**src/hdl/swcc_pkg.sv**
```systemverilog
// Shared constants, types and helpers for the packed clause counter unit.
package swcc_pkg;

  // Word layout and field geometry
  localparam int WORD_W          = 64;
  localparam int FIELD_W         = 3;
  localparam int FIELDS_PER_WORD = 21;
  localparam int MASK_W          = 21;
  localparam int USED_W          = 5;
  localparam int MODE_W          = 2;

  // Score arithmetic
  localparam int SCORE_WIDTH = 16;
  localparam int TOTAL_W     = 16;
  localparam int CNT_W       = $clog2(FIELDS_PER_WORD + 1);
  localparam int DELTA_W     = CNT_W + 1;

  // Operation codes
  localparam logic [MODE_W-1:0] MODE_FLIP  = 2'd0;
  localparam logic [MODE_W-1:0] MODE_SCORE = 2'd1;
  localparam logic [MODE_W-1:0] MODE_UNSAT = 2'd2;

  // Mask with the low bit of every field in use set
  function automatic logic [WORD_W-1:0] field_low_mask();
    logic [WORD_W-1:0] m;
    m = '0;
    for (int i = 0; i < FIELDS_PER_WORD; i++) begin
      m[FIELD_W*i] = 1'b1;
    end
    return m;
  endfunction

  localparam logic [WORD_W-1:0] LOW_MASK = field_low_mask();

  // One input transaction as held in the input register
  typedef struct packed {
    logic [MODE_W-1:0] mode;
    logic [WORD_W-1:0] counter_word;
    logic [WORD_W-1:0] pos_vector;
    logic [WORD_W-1:0] neg_vector;
    logic              became_true;
    logic              negative_literal;
    logic [USED_W-1:0] used_fields;
    logic              last_word;
  } in_item_t;

  // Per-word evaluation handed to the accumulate stage
  typedef struct packed {
    logic [MODE_W-1:0]         mode;
    logic [WORD_W-1:0]         new_word;
    logic signed [DELTA_W-1:0] delta;
    logic [MASK_W-1:0]         mask;
    logic                      last_word;
  } eval_t;

endpackage

```
**src/hdl/swcc_ifs.sv**
```systemverilog
// Valid/ready channel interfaces for the input and result transactions.
interface swcc_in_if;
  logic                          valid;
  logic                          ready;
  logic [swcc_pkg::MODE_W-1:0]   mode;
  logic [swcc_pkg::WORD_W-1:0]   counter_word;
  logic [swcc_pkg::WORD_W-1:0]   pos_vector;
  logic [swcc_pkg::WORD_W-1:0]   neg_vector;
  logic                          became_true;
  logic                          negative_literal;
  logic [swcc_pkg::USED_W-1:0]   used_fields;
  logic                          last_word;

  modport source (
    output valid, mode, counter_word, pos_vector, neg_vector, became_true,
           negative_literal, used_fields, last_word,
    input  ready
  );
  modport sink (
    input  valid, mode, counter_word, pos_vector, neg_vector, became_true,
           negative_literal, used_fields, last_word,
    output ready
  );
endinterface

interface swcc_out_if;
  logic                               valid;
  logic                               ready;
  logic [swcc_pkg::WORD_W-1:0]        new_counter_word;
  logic signed [swcc_pkg::TOTAL_W-1:0] score_total;
  logic                               score_valid;
  logic [swcc_pkg::MASK_W-1:0]        unsat_mask;

  modport source (
    output valid, new_counter_word, score_total, score_valid, unsat_mask,
    input  ready
  );
  modport sink (
    input  valid, new_counter_word, score_total, score_valid, unsat_mask,
    output ready
  );
endinterface

```
**src/hdl/swar_clause_counter_unit_top.sv**
```systemverilog
// Top level of the packed clause counter unit: input, evaluate and result stages.
//
// Each input transaction carries one 64-bit word of packed three-bit clause
// counters and produces exactly one result transaction. The unit is a
// three-register pipeline (input register, evaluation register, result
// register) and accepts a new word every cycle while results are taken; results
// are offered from the result register. Back-pressure on the result side holds
// the result register, earlier stages still advance into any empty slot,
// and the input stalls only once all three registers hold a word. Flip mode
// returns the updated word, unsat mode returns the mask of zero counters
// among the used fields, and score mode adds make minus break for each word
// to a saturating accumulator in the last stage, reporting the total and
// clearing it on the last word of a run. The accumulator is the only state
// carried between words and resets to zero.
module swar_clause_counter_unit_top (
  input  logic        clk,
  input  logic        rst_n,
  swcc_in_if.sink     in_if,
  swcc_out_if.source  out_if
);

  localparam int SW = swcc_pkg::SCORE_WIDTH;

  localparam logic signed [SW:0] SAT_HI = {2'b00, {(SW-1){1'b1}}};
  localparam logic signed [SW:0] SAT_LO = {2'b11, {(SW-1){1'b0}}};
  localparam logic signed [31:0] TOT_HI = (32'sd1 <<< (swcc_pkg::TOTAL_W - 1)) - 32'sd1;
  localparam logic signed [31:0] TOT_LO = -TOT_HI - 32'sd1;

  // Pipeline state
  logic                 a_v_r;
  swcc_pkg::in_item_t   a_item_r;
  logic                 b_v_r;
  swcc_pkg::eval_t      b_r;
  logic                 out_v_r;
  logic [swcc_pkg::WORD_W-1:0]         out_word_r;
  logic signed [swcc_pkg::TOTAL_W-1:0] out_total_r;
  logic                                out_sv_r;
  logic [swcc_pkg::MASK_W-1:0]         out_mask_r;
  logic signed [SW-1:0] acc_r;
  logic signed [SW-1:0] acc_nxt;

  swcc_pkg::in_item_t   in_item;
  swcc_pkg::eval_t      eval_res;

  logic adv_o;
  logic adv_b;
  logic in_fire;

  logic signed [SW:0]   acc_sum;
  logic signed [SW-1:0] acc_sat;
  logic signed [31:0]   acc_ext;
  logic signed [swcc_pkg::TOTAL_W-1:0] total_clip;
  logic                 is_score;

  // Stage handshakes: a stage moves when the next one is empty or moving
  assign adv_o       = b_v_r && (!out_v_r || out_if.ready);
  assign adv_b       = a_v_r && (!b_v_r || adv_o);
  assign in_if.ready = !a_v_r || adv_b;
  assign in_fire     = in_if.valid && in_if.ready;

  // Gather the input payload
  always_comb begin
    in_item.mode             = in_if.mode;
    in_item.counter_word     = in_if.counter_word;
    in_item.pos_vector       = in_if.pos_vector;
    in_item.neg_vector       = in_if.neg_vector;
    in_item.became_true      = in_if.became_true;
    in_item.negative_literal = in_if.negative_literal;
    in_item.used_fields      = in_if.used_fields;
    in_item.last_word        = in_if.last_word;
  end

  swcc_word_eval u_eval (
    .item (a_item_r),
    .res  (eval_res)
  );

  // Saturating accumulate and output clip
  always_comb begin
    is_score = (b_r.mode == swcc_pkg::MODE_SCORE);
    acc_sum  = $signed({acc_r[SW-1], acc_r}) + (SW+1)'(b_r.delta);
    if (acc_sum > SAT_HI) begin
      acc_sat = SAT_HI[SW-1:0];
    end else if (acc_sum < SAT_LO) begin
      acc_sat = SAT_LO[SW-1:0];
    end else begin
      acc_sat = acc_sum[SW-1:0];
    end
    acc_ext = 32'(acc_sat);
    if (acc_ext > TOT_HI) begin
      total_clip = TOT_HI[swcc_pkg::TOTAL_W-1:0];
    end else if (acc_ext < TOT_LO) begin
      total_clip = TOT_LO[swcc_pkg::TOTAL_W-1:0];
    end else begin
      total_clip = acc_ext[swcc_pkg::TOTAL_W-1:0];
    end
    acc_nxt = acc_r;
    if (is_score) begin
      acc_nxt = b_r.last_word ? '0 : acc_sat;
    end
  end

  // Control state: stage valids and accumulator
  always_ff @(posedge clk) begin
    if (!rst_n) begin
      a_v_r   <= 1'b0;
      b_v_r   <= 1'b0;
      out_v_r <= 1'b0;
      acc_r   <= '0;
    end else begin
      if (in_if.ready) begin
        a_v_r <= in_if.valid;
      end
      if (!b_v_r || adv_o) begin
        b_v_r <= adv_b;
      end
      if (!out_v_r || out_if.ready) begin
        out_v_r <= adv_o;
      end
      if (adv_o) begin
        acc_r <= acc_nxt;
      end
    end
  end

  // Payload registers: load on advance, hold otherwise
  always_ff @(posedge clk) begin
    if (in_fire) begin
      a_item_r <= in_item;
    end
    if (adv_b) begin
      b_r <= eval_res;
    end
    if (adv_o) begin
      out_word_r  <= b_r.new_word;
      out_mask_r  <= b_r.mask;
      out_sv_r    <= is_score && b_r.last_word;
      out_total_r <= (is_score && b_r.last_word) ? total_clip : '0;
    end
  end

  // Drive the result transaction
  assign out_if.valid            = out_v_r;
  assign out_if.new_counter_word = out_word_r;
  assign out_if.score_total      = out_total_r;
  assign out_if.score_valid      = out_sv_r;
  assign out_if.unsat_mask       = out_mask_r;

endmodule

```
**src/hdl/swcc_word_eval.sv**
```systemverilog
// Per-word evaluation: flip update, make/break field counts, zero-field mask.
module swcc_word_eval (
  input  swcc_pkg::in_item_t item,
  output swcc_pkg::eval_t    res
);

  // Count fields with any bit set in the given vector
  function automatic logic [swcc_pkg::CNT_W-1:0] count_fields(
    input logic [swcc_pkg::WORD_W-1:0] bits
  );
    logic [swcc_pkg::WORD_W-1:0] merged;
    logic [swcc_pkg::CNT_W-1:0]  cnt;
    merged = (bits | (bits >> 1) | (bits >> 2)) & swcc_pkg::LOW_MASK;
    cnt    = '0;
    for (int i = 0; i < swcc_pkg::FIELDS_PER_WORD; i++) begin
      cnt = cnt + swcc_pkg::CNT_W'(merged[swcc_pkg::FIELD_W*i]);
    end
    return cnt;
  endfunction

  logic [swcc_pkg::WORD_W-1:0]  flip_word;
  logic [swcc_pkg::WORD_W-1:0]  trial_word;
  logic [swcc_pkg::WORD_W-1:0]  made_bits;
  logic [swcc_pkg::WORD_W-1:0]  broken_bits;
  logic [swcc_pkg::CNT_W-1:0]   make_cnt;
  logic [swcc_pkg::CNT_W-1:0]   break_cnt;
  logic [swcc_pkg::USED_W-1:0]  used_cl;
  logic [swcc_pkg::MASK_W-1:0]  zero_mask;

  // Flip update with wrapping arithmetic
  always_comb begin
    if (item.became_true) begin
      flip_word = item.counter_word + item.pos_vector - item.neg_vector;
    end else begin
      flip_word = item.counter_word - item.pos_vector + item.neg_vector;
    end
  end

  // Trial word and newly set / newly cleared bits
  assign trial_word  = item.negative_literal ? item.counter_word - item.pos_vector
                                             : item.counter_word + item.pos_vector;
  assign made_bits   = ~item.counter_word & trial_word;
  assign broken_bits = item.counter_word & ~trial_word;
  assign make_cnt    = count_fields(made_bits);
  assign break_cnt   = count_fields(broken_bits);

  // Clamp the used count and flag zero counters below it
  always_comb begin
    if (item.used_fields > swcc_pkg::USED_W'(swcc_pkg::FIELDS_PER_WORD)) begin
      used_cl = swcc_pkg::USED_W'(swcc_pkg::FIELDS_PER_WORD);
    end else begin
      used_cl = item.used_fields;
    end
    zero_mask = '0;
    for (int i = 0; i < swcc_pkg::FIELDS_PER_WORD; i++) begin
      zero_mask[i] = (swcc_pkg::USED_W'(i) < used_cl) &&
                     (item.counter_word[swcc_pkg::FIELD_W*i +: swcc_pkg::FIELD_W] == '0);
    end
  end

  // Assemble the result by mode
  always_comb begin
    res.mode      = item.mode;
    res.last_word = item.last_word;
    res.delta     = $signed({1'b0, make_cnt}) - $signed({1'b0, break_cnt});
    res.new_word  = item.counter_word;
    res.mask      = '0;
    case (item.mode)
      swcc_pkg::MODE_FLIP:  res.new_word = flip_word;
      swcc_pkg::MODE_SCORE: res.new_word = item.counter_word;
      swcc_pkg::MODE_UNSAT: res.mask     = zero_mask;
      default:              res.mask     = '0;
    endcase
  end

endmodule

```
**src/flat_wrapper.sv**
```systemverilog
// flat-port wrapper written by rule: the top's interface ports become plain ports
module swar_clause_counter_unit_top_flat 
  (clk, rst_n, in_if_valid, in_if_mode, in_if_counter_word, in_if_pos_vector, in_if_neg_vector, in_if_became_true, in_if_negative_literal, in_if_used_fields, in_if_last_word, in_if_ready, out_if_valid, out_if_new_counter_word, out_if_score_total, out_if_score_valid, out_if_unsat_mask, out_if_ready);
  swcc_in_if in_if_i ();
  swcc_out_if out_if_i ();
  input  logic clk;
  input  logic rst_n;
  input wire logic [$bits(in_if_i.valid)-1:0] in_if_valid;
  input wire logic [$bits(in_if_i.mode)-1:0] in_if_mode;
  input wire logic [$bits(in_if_i.counter_word)-1:0] in_if_counter_word;
  input wire logic [$bits(in_if_i.pos_vector)-1:0] in_if_pos_vector;
  input wire logic [$bits(in_if_i.neg_vector)-1:0] in_if_neg_vector;
  input wire logic [$bits(in_if_i.became_true)-1:0] in_if_became_true;
  input wire logic [$bits(in_if_i.negative_literal)-1:0] in_if_negative_literal;
  input wire logic [$bits(in_if_i.used_fields)-1:0] in_if_used_fields;
  input wire logic [$bits(in_if_i.last_word)-1:0] in_if_last_word;
  output wire logic [$bits(in_if_i.ready)-1:0] in_if_ready;
  output wire logic [$bits(out_if_i.valid)-1:0] out_if_valid;
  output wire logic [$bits(out_if_i.new_counter_word)-1:0] out_if_new_counter_word;
  output wire logic [$bits(out_if_i.score_total)-1:0] out_if_score_total;
  output wire logic [$bits(out_if_i.score_valid)-1:0] out_if_score_valid;
  output wire logic [$bits(out_if_i.unsat_mask)-1:0] out_if_unsat_mask;
  input wire logic [$bits(out_if_i.ready)-1:0] out_if_ready;
  assign in_if_i.valid = in_if_valid;
  assign in_if_i.mode = in_if_mode;
  assign in_if_i.counter_word = in_if_counter_word;
  assign in_if_i.pos_vector = in_if_pos_vector;
  assign in_if_i.neg_vector = in_if_neg_vector;
  assign in_if_i.became_true = in_if_became_true;
  assign in_if_i.negative_literal = in_if_negative_literal;
  assign in_if_i.used_fields = in_if_used_fields;
  assign in_if_i.last_word = in_if_last_word;
  assign in_if_ready = in_if_i.ready;
  assign out_if_valid = out_if_i.valid;
  assign out_if_new_counter_word = out_if_i.new_counter_word;
  assign out_if_score_total = out_if_i.score_total;
  assign out_if_score_valid = out_if_i.score_valid;
  assign out_if_unsat_mask = out_if_i.unsat_mask;
  assign out_if_i.ready = out_if_ready;
  swar_clause_counter_unit_top u_core (.clk(clk), .rst_n(rst_n), .in_if(in_if_i), .out_if(out_if_i));
endmodule
```
**config.mk**
```make
export PLATFORM = sky130hd
export DESIGN_NAME = swar_clause_counter_unit_top_flat
export DESIGN_NICKNAME = d
export VERILOG_FILES = /design/src/hdl/swcc_pkg.sv /design/src/hdl/swcc_ifs.sv /design/src/hdl/swar_clause_counter_unit_top.sv /design/src/hdl/swcc_word_eval.sv /design/src/flat_wrapper.sv
export SDC_FILE = /design/constraint.sdc
export NUM_CORES = 1
export LEC_CHECK = 0
export BUFFER_PORTS_ARGS = -buffer_cell sky130_fd_sc_hd__buf_2
export CORE_MARGIN = 5
export CORE_UTILIZATION = 45
export DETAILED_ROUTE_END_ITERATION = 8
export GPL_ROUTABILITY_DRIVEN = 0
export GPL_TIMING_DRIVEN = 0
export MAX_ROUTING_LAYER = met4
export SYNTH_ARGS = -nofsm -noshare
export SYNTH_HDL_FRONTEND = slang
export SYNTH_SLANG_ARGS = --single-unit
```
**constraint.sdc**
```tcl
create_clock -name clk -period 37.3 [get_ports clk]
set_input_delay 3.73 -clock clk [delete_from_list [all_inputs] [get_ports clk]]
set_output_delay 3.73 -clock clk [all_outputs]
set_load 0.03 [all_outputs]
```
; After elaboration in Yosys (flattened, before gate mapping)
; Cells that the tools add are included.
[word_totals]
regBits = 417
latchBits = 0
mem_bits_rw = 0
mem_bits_ro = 0
inputBits = 206
output_inout_bits = 104
elab_cells = 169
memories = 0
[op_classes]
add_sub_neg = 46
mul = 0
div_mod_pow = 0
magnitude_cmp = 26
n_eq_ne = 2
shift = 0
muxes = 9
bitwise = 9
n_reduce_logical = 55
[op_table]
columns = operator, n
row1 = $or 61x61->61, 4
row2 = $add 5x1->5, 32
row3 = $add 64x64->64, 2
row4 = $mux 64, 2
row5 = $sub 64x64->64, 2
row6 = $and 63x63->63, 2
row7 = $not 63->63, 2
row8 = $mux 16, 4
row9 = $logic_not 3->1, 21
row10 = $mux 63, 1
row11 = $lt 4x5->1 const A, 8
row12 = $logic_and 1x1->1, 25
row13 = $lt 5x5->1 const A, 5
row14 = $lt 3x5->1 const A, 4
row15 = $add 16x6->17, 1
row16 = $gt 17x16->1 const B, 1
row17 = $lt 17x16->1 const B, 1
row18 = $gt 16x16->1 const B, 1
row19 = $lt 16x16->1 const B, 1
row20 = $mux 15, 1
row21 = $add 4x1->5, 2
row22 = $lt 1x5->1 const A, 2
row23 = $lt 2x5->1 const A, 2
row24 = $add 3x1->4, 2
row25 = 13 further kinds, 19

; Longest topological paths before layout
; Gate-level depths: netlist of the first run.
[depth]
ltp_word = 27
ltp_mapped = 35
mapped_depth_nobuf = 35

; By module
; A second synthesis of the first run with hierarchy kept.
[hier_totals]
cells_unflattened = 3653
hier_area_um2 = 33713.6
[by_module_without_submodules]
columns = module, n_inst, cells_each, area_per_inst_um2, seq_area_each_um2
row1 = swcc_word_eval, 1, 3039, 20135.6, 0.0
row2 = swar_clause_counter_unit_top, 1, 614, 13578.0, 12331.8

; Least setup slack after synthesis of the first run
; No wires, ideal clock.
[synth_path]
path_type = input-to-reg
startpoint = in out_if_ready
endpoint = reg u_core.a_item_r[0] (netlist name) (enable)
setup_time_ns = 0.885
arrival_ns = 13.857
t_required_ns = 36.415
slack_ns = 22.558
cell_stages = 2
n_path_buf = 0
cell_sequence = nor2b_1 > a31oi_1
[synth_between]
elab_chain_len = 6
[synth_lines]
columns = element, line
row1 = start: declaration, flat_wrapper.sv:23  ; input wire logic [$bits(out_if_i.ready)-1:0] out_if_ready;
row2 = $logic_or 1x1->1, swar_clause_counter_unit_top.sv:56  ; assign adv_o = b_v_r && (!out_v_r || out_if.ready);
row3 = $logic_and 1x1->1, swar_clause_counter_unit_top.sv:56
row4 = $logic_or 1x1->1, swar_clause_counter_unit_top.sv:57  ; assign adv_b = a_v_r && (!b_v_r || adv_o);
row5 = $logic_and 1x1->1, swar_clause_counter_unit_top.sv:57
row6 = $logic_or 1x1->1, swar_clause_counter_unit_top.sv:58  ; assign in_if.ready = !a_v_r || adv_b;
row7 = $logic_and 1x1->1, swar_clause_counter_unit_top.sv:59  ; assign in_fire = in_if.valid && in_if.ready;
row8 = via u_core.in_fire, swar_clause_counter_unit_top.sv:47  ; logic in_fire;
row9 = end signal: assignment, swar_clause_counter_unit_top.sv:129  ; a_item_r <= in_item;
row10 = end: declaration, swar_clause_counter_unit_top.sv:31  ; swcc_pkg::in_item_t a_item_r;
; The timed path passes the listed nets, and every way through them passes these cells.
; A chain may end at the register's enable or synchronous reset.

==> results of run 1 <==
==> cells in the final DEF (no fill, tap or decap), types with 41 or more instances in the layout <==
| cell type | instances |
|---|---|
| mux2i_1 | 54 |
| o21bai_1 | 58 |
| a21o_1 | 120 |
| nor3_1 | 54 |
| nand2_1 | 242 |
| o21ai_0 | 221 |
| xnor2_1 | 195 |
| clkbuf_1 | 86 |
| a21oi_1 | 330 |
| ha_1 | 280 |
| nand3_1 | 53 |
| nor2_1 | 273 |
| inv_1 | 296 |
| xor2_1 | 69 |
| buf_2 | 354 |
| clkbuf_16 | 47 |
| edfxtp_1 | 398 |
| nand4_1 | 41 |
==> state kept, by name (all words and copies together), names as in the netlist <==
signal	cells
u_core.acc_r	16
u_core.out_if.unsat_mask	21
u_core.a_v_r	1
u_core.out_if.score_valid	1
u_core.b_r	94
u_core.a_item_r	202
u_core.out_if.new_counter_word	64
u_core.out_if.score_total	16
u_core.b_v_r	1
u_core.out_if.valid	1
==> per-stage QoR <==
| stage | power (mW) | hold WS, ps | worst slack (ps) | std cells |
|---|---|---|---|---|
| 2_1_floorplan | 2.620 | 400.3 | 22560 | 3523 |
| 3_3_place_gp | 3.160 | 401.7 | 17400 | 4791 |
| 3_5_place_dp | 3.196 | 404.5 | 27030 | 4806 |
| 4_1_cts | 3.705 | 411.3 | 26990 | 4891 |
| 5_1_grt | 4.078 | 413.9 | 26550 | 4891 |
| 6_report | 3.726 | 407.7 | 26850 | 4891 |
==> worst paths after layout <==
path,to,slack [ps],depth (start not counted),startpoint
setup / recovery,u_core.b_r[27],26850,29,u_core.a_item_r[156]
hold / removal,u_core.out_if.new_counter_word[15],410,0,u_core.b_r[43]
setup reg to reg,u_core.b_r[27],26850,29,u_core.a_item_r[156]
hold reg to reg,u_core.out_if.new_counter_word[15],410,0,u_core.b_r[43]
==> power groups by stage <==
| stage | logic, mW | clock network [mW] | registers, mW |
|---|---|---|---|
| 3_5_place_dp | 2.48 | 0 | 0.713 |
| 6_report | 2.53 | 0.490 | 0.705 |
| 5_1_grt | 2.85 | 0.523 | 0.707 |
| 4_1_cts | 2.50 | 0.502 | 0.703 |
| 2_1_floorplan | 1.91 | 0 | 0.706 |
| 3_3_place_gp | 2.44 | 0 | 0.723 |
==> cells by family after synthesis <==
group / synth area share, %
compound gates: 22.49
xor+xnor: 7.039
fa+ha+maj: 12.95
buf+inv: 5.367
flops: 37.28
mux: 1.838
simple gates: 13.04
==> layer usage <==
layer / GRT usage [%] / vias up / part of all wire (%)
li1: - / 13620 / -
met1: 41.17 / 13545 / 45
met2: 40.62 / 1445 / 42
met3: 4.502 / 173 / 10
met4: 6.340 / 0 / 2.6
met5: - / - / 0
==> critical path, delay by kind of cell (launching register included) <==
kind                       cells  cell delay, ps
buffers and inverters          3             320
DFF                            1             550
AOI/OAI and AO/OA             14            4290
adders and majority gates      9            4320
xor gates and xnor gates       2             580
and+or+nand+nor                1             180
==> cell type report <==
class | count | area [sq um]
Inverter | 305 | 1145
Fill cell | 6920 | 35110
Clock inverter | 34 | 455.4
Tap cell | 959 | 1200
Timing Repair Buffer | 324 | 1892
Sequential cell | 417 | 12330
Clock buffer | 51 | 1191
Buffer | 148 | 630.6
Multi-Input combinational cell | 2653 | 19010
==> out/summary.txt, run 1 <==
Status - finished, final reports clean
Die width - 281.1 um
Cell repeated most along the worst path - fa_1
Core Util, Final - 51.88%
First-pass GRT wire length - 164400 um
Setup TNS - 0 ps
Worst skew pair latency - 600 ps
Worst hold-check path type - reg2reg
Netlist Area Pre-Place - 33080 sq um
Fin area - 37850 sq um
Largest cells by area after synthesis - edfxtp_1 (36%), ha_1 (11%), xnor2_1 (5.2%)
Fin nets - 4420
Max Freq - 95.73 MHz
Setup Buffers After CTS - 0
WL per Instance - 22.74 um
Final critical-path share of the clock period - 28.00%
Max Slew Vio Count - 0
P&R area growth vs syn - 14.43%
Crit end category - register
Internal power - 2.026 mW
Largest net degree at the start of global routing - 33
Die area - 79030 sq um
Ant diodes - 0
GRT Residual Overflow - 0
Comb pwr share - 67.9%
Commonest cells post-synth - edfxtp_1 (398), a21oi_1 (330), inv_1 (296)
Mean Syn Cell Area - 9.390 sq um
Vias in the first global route - 26926
WP data required - 37700 ps
DRC - 0
Switching power total - 1.700 mW
Vias - 28783
Top_reg_cell synth - edfxtp_1
Std cell rows - 99
Async SR Flop Fraction - 0%
Clock tree from TritonCTS - yes
Reg clk slew, reported paths - 60 ps
Sw Share - 45.63%
Crit-path max FO - 9
Post-synthesis cell count - 3523
Initial Utilization - 45.34%
Critical path's largest stage delay - 890 ps
Total GRT Usage - 27.93%
Share of the synthesized area in the top cell type - 36.13%
# IOs - 310
Yosys warning count - 0
Final setup viols - 0
Cell taking the most area after synthesis - edfxtp_1
Vias per cell - 5.885
EDFF count, synth - 398
Clock root cell - clkbuf_16
Total wire length - 111200 um
Pre-antenna DRT Iters - 7
CTS Sinks - 417
DR iter-0 viols - 3425
Total CTS buffers - 46
Seq pwr share - 18.9%
Hold_buf cts - 0
Routed Antenna Nets - 0
CTS resizes - 0
Synth Register Bits - 417
H-tree depth - 2
PwrDens - 98.44 nW/um^2
Antenna violations before repair - 0
Dpl hpwl - 92140 um
Leak - 15.79 nW
RSZ-0062 raised after global routing - no
Tmin final - 10450 ps
Critical Path Start Type - register
Worst Path Arrival - 10850 ps
Core area - 72960 sq um
Seq/Total Area, Yosys - 37.28%
Placed cell area - 36200 sq um
Layout cell share with drive strength beyond 1 - 13.96%
IO Port Bufs - 309
Clock share of power - 13.2%
Worst-case clock buffer depth - 3
Chip height - 281.1 um
Synth unique cells - 112
Critical path class - reg2reg
Most common cell in the synthesized netlist - edfxtp_1
Cell at the slowest stage of the critical path - a222oi_1
Worst ir drop on vdd - 0.3241 mV
Clk_skew - 23.58 ps
Fin. Hold Viols - 0
Transition time of the tightest slew-check pin - 1400 ps
Rel. slew slack - 6.663%
Post-synthesis net count - 4048
Maximum capacitance violations - 0
Power figures use the tool's default switching activity.
==> run 2, diff against run 1 <==
PLACE_DENSITY = 0.66   (was not set)
clock period = 8.53 ns   (was 37.3 ns; I/O delays follow)
==> run 2 against run 1 <==
  * The run now ends with negative setup slack left
  * Wire length decreased by 0.78%
  * Clock-buffer cell count decreased by 2
  * Critical endpoint unchanged
  * Flip-flop and latch count unchanged
  * Critical path type unchanged
  * Largest cell class unchanged
  * Register-to-register slack got worse by 27000 ps
  * Largest power group unchanged
  * Cell count increased by 1.7%
  * Non-clock buffer count increased by 87
==> out/summary.txt, run 2 (synthesis results as in run 1) <==
Total CTS buffers - 44
Maximum capacitance violations - 0
Largest net degree at the start of global routing - 33
Pre-antenna DRT Iters - 6
# IOs - 310
Status - complete, but fails checks
Total GRT Usage - 27.44%
RSZ-0062 raised after global routing - yes
First-pass GRT wire length - 162700 um
H-tree depth - 2
Most flop-heavy register - u_core.a_item_r
Chip height - 281.1 um
Die width - 281.1 um
Fill cells - 6544
IO Port Bufs - 309
Initial Utilization - 45.34%
Fin. Hold Viols - 0
GRT Residual Overflow - 0
Failing checks - negative setup slack
Die area - 79030 sq um
Final setup viols - 5
Crit-path max FO - 2
Leak - 16.27 nW
Fin worst setup slack - -551.3 ps
Final critical-path share of the clock period - 106.5%
Clock tree from TritonCTS - yes
Clock root cell - clkbuf_16
Reg area - 12330 sq um
Critical Path Start Type - register
Worst Path Arrival - 9500 ps
Multi-input gate area - 19510 sq um
Commonest cells after routing, fill and taps aside - edfxtp_1 (398), buf_2 (348), a21oi_1 (324)
DR iter-0 viols - 3326
Most common cell after layout, fill and taps aside - edfxtp_1
Routed Antenna Nets - 0
Ant diodes - 0
Clk_skew - 22.95 ps
Antenna violations before repair - 0
Reg clk slew, reported paths - 70 ps
Placed cell area - 36160 sq um
Worst hold-check path type - reg2reg
Layout cell share with drive strength beyond 1 - 17.53%
Max reg flops - 202
Tmin final - 9081 ps
PwrDens - 458.6 nW/um^2
Dpl hpwl - 89520 um
Hold_buf cts - 0
Max Slew Vio Count - 0
Total wire length - 110300 um
Vias in the first global route - 27427
Worst skew pair latency - 600 ps
P&R area growth vs syn - 17.41%
Worst-case clock buffer depth - 3
Critical path class - reg2reg
Worst ir drop on vdd - 1.853 mV
Vias - 29479
Cell repeated most along the worst path - fa_1
Std cell rows - 99
Core area - 72960 sq um
Fin nets - 4505
Max Freq - 110.1 MHz
Critical path's largest stage delay - 980 ps
Transition time of the tightest slew-check pin - 1281 ps
Fin area - 38840 sq um
Vias per cell - 5.925
CTS Sinks - 417
Rel. slew slack - 14.63%
WL per Instance - 22.18 um
Setup TNS - -2155 ps
Cell at the slowest stage of the critical path - a222oi_1
WP data required - 8940 ps
DRC - 0
Crit end category - register
==> run 2: repair_timing <==
action,CTS,global route
resized for setup,70,51
buffers inserted,64,30
pin swaps,52,31
endpoints found under the setup margin,6,6
==> run 2: cell type report <==
| class | count | share of cell area (%) |
|---|---|---|
| sequential | 417 | 31.75 |
| buffer | 145 | 1.617 |
| timing repair buffer | 414 | 6.601 |
| clock buffer | 49 | 2.883 |
| tap | 959 | 3.090 |
| multi-input combinational | 2653 | 50.24 |
| clock inverter | 33 | 0.8473 |
| inverter | 305 | 2.964 |
==> run 2: metal layers <==
layer	GRT usage, %	routed length [um]
met5	-	0
met2	40.54	46910
met3	5.690	12290
met1	38.35	47120
met4	8.010	4009
==> run 2: stage by stage <==
stage               hold WS (ps)  utilization [%]  total power, mW  setup WS, ps  instances
floorplan                  400.3                -            11.36         72.12       3523
global placement           400.7            49.11            13.35         -3347       4791
detailed placement         404.5            49.57            13.52         -1666       4805
CTS                        398.9            52.66            17.48        -366.5       4947
global route               401.2            53.23            19.28        -657.9       4975
finish                     410.4            53.23            17.81        -551.3       4975
==> run 2: path summary, 6_finish.rpt <==
path                             from                            endpoint  slack, ps  depth (start not counted)
setup / recovery  u_core.a_item_r[72]                      u_core.b_r[27]       -550                         30
hold / removal         u_core.b_r[50]  u_core.out_if.new_counter_word[22]        410                          0
setup reg to reg  u_core.a_item_r[72]                      u_core.b_r[27]       -550                         30
hold reg to reg        u_core.b_r[50]  u_core.out_if.new_counter_word[22]        410                          0
==> run 2: report_power, final <==
part | switching (mW) | internal [mW]
Sequential | 0.141 | 2.86
Combinational | 6.89 | 5.99
Clock | 0.827 | 1.11
Total | 7.85 | 9.96
==> run 2: critical path, delay by kind of cell, from the launching register on <==
| kind | cells | cell delay, ps |
|---|---|---|
| mux | 1 | 130 |
| xor+xnor | 2 | 470 |
| buf+inv | 4 | 450 |
| compound gates | 12 | 2820 |
| simple gates | 1 | 250 |
| fa+ha+maj | 10 | 4330 |
| flops | 1 | 430 |
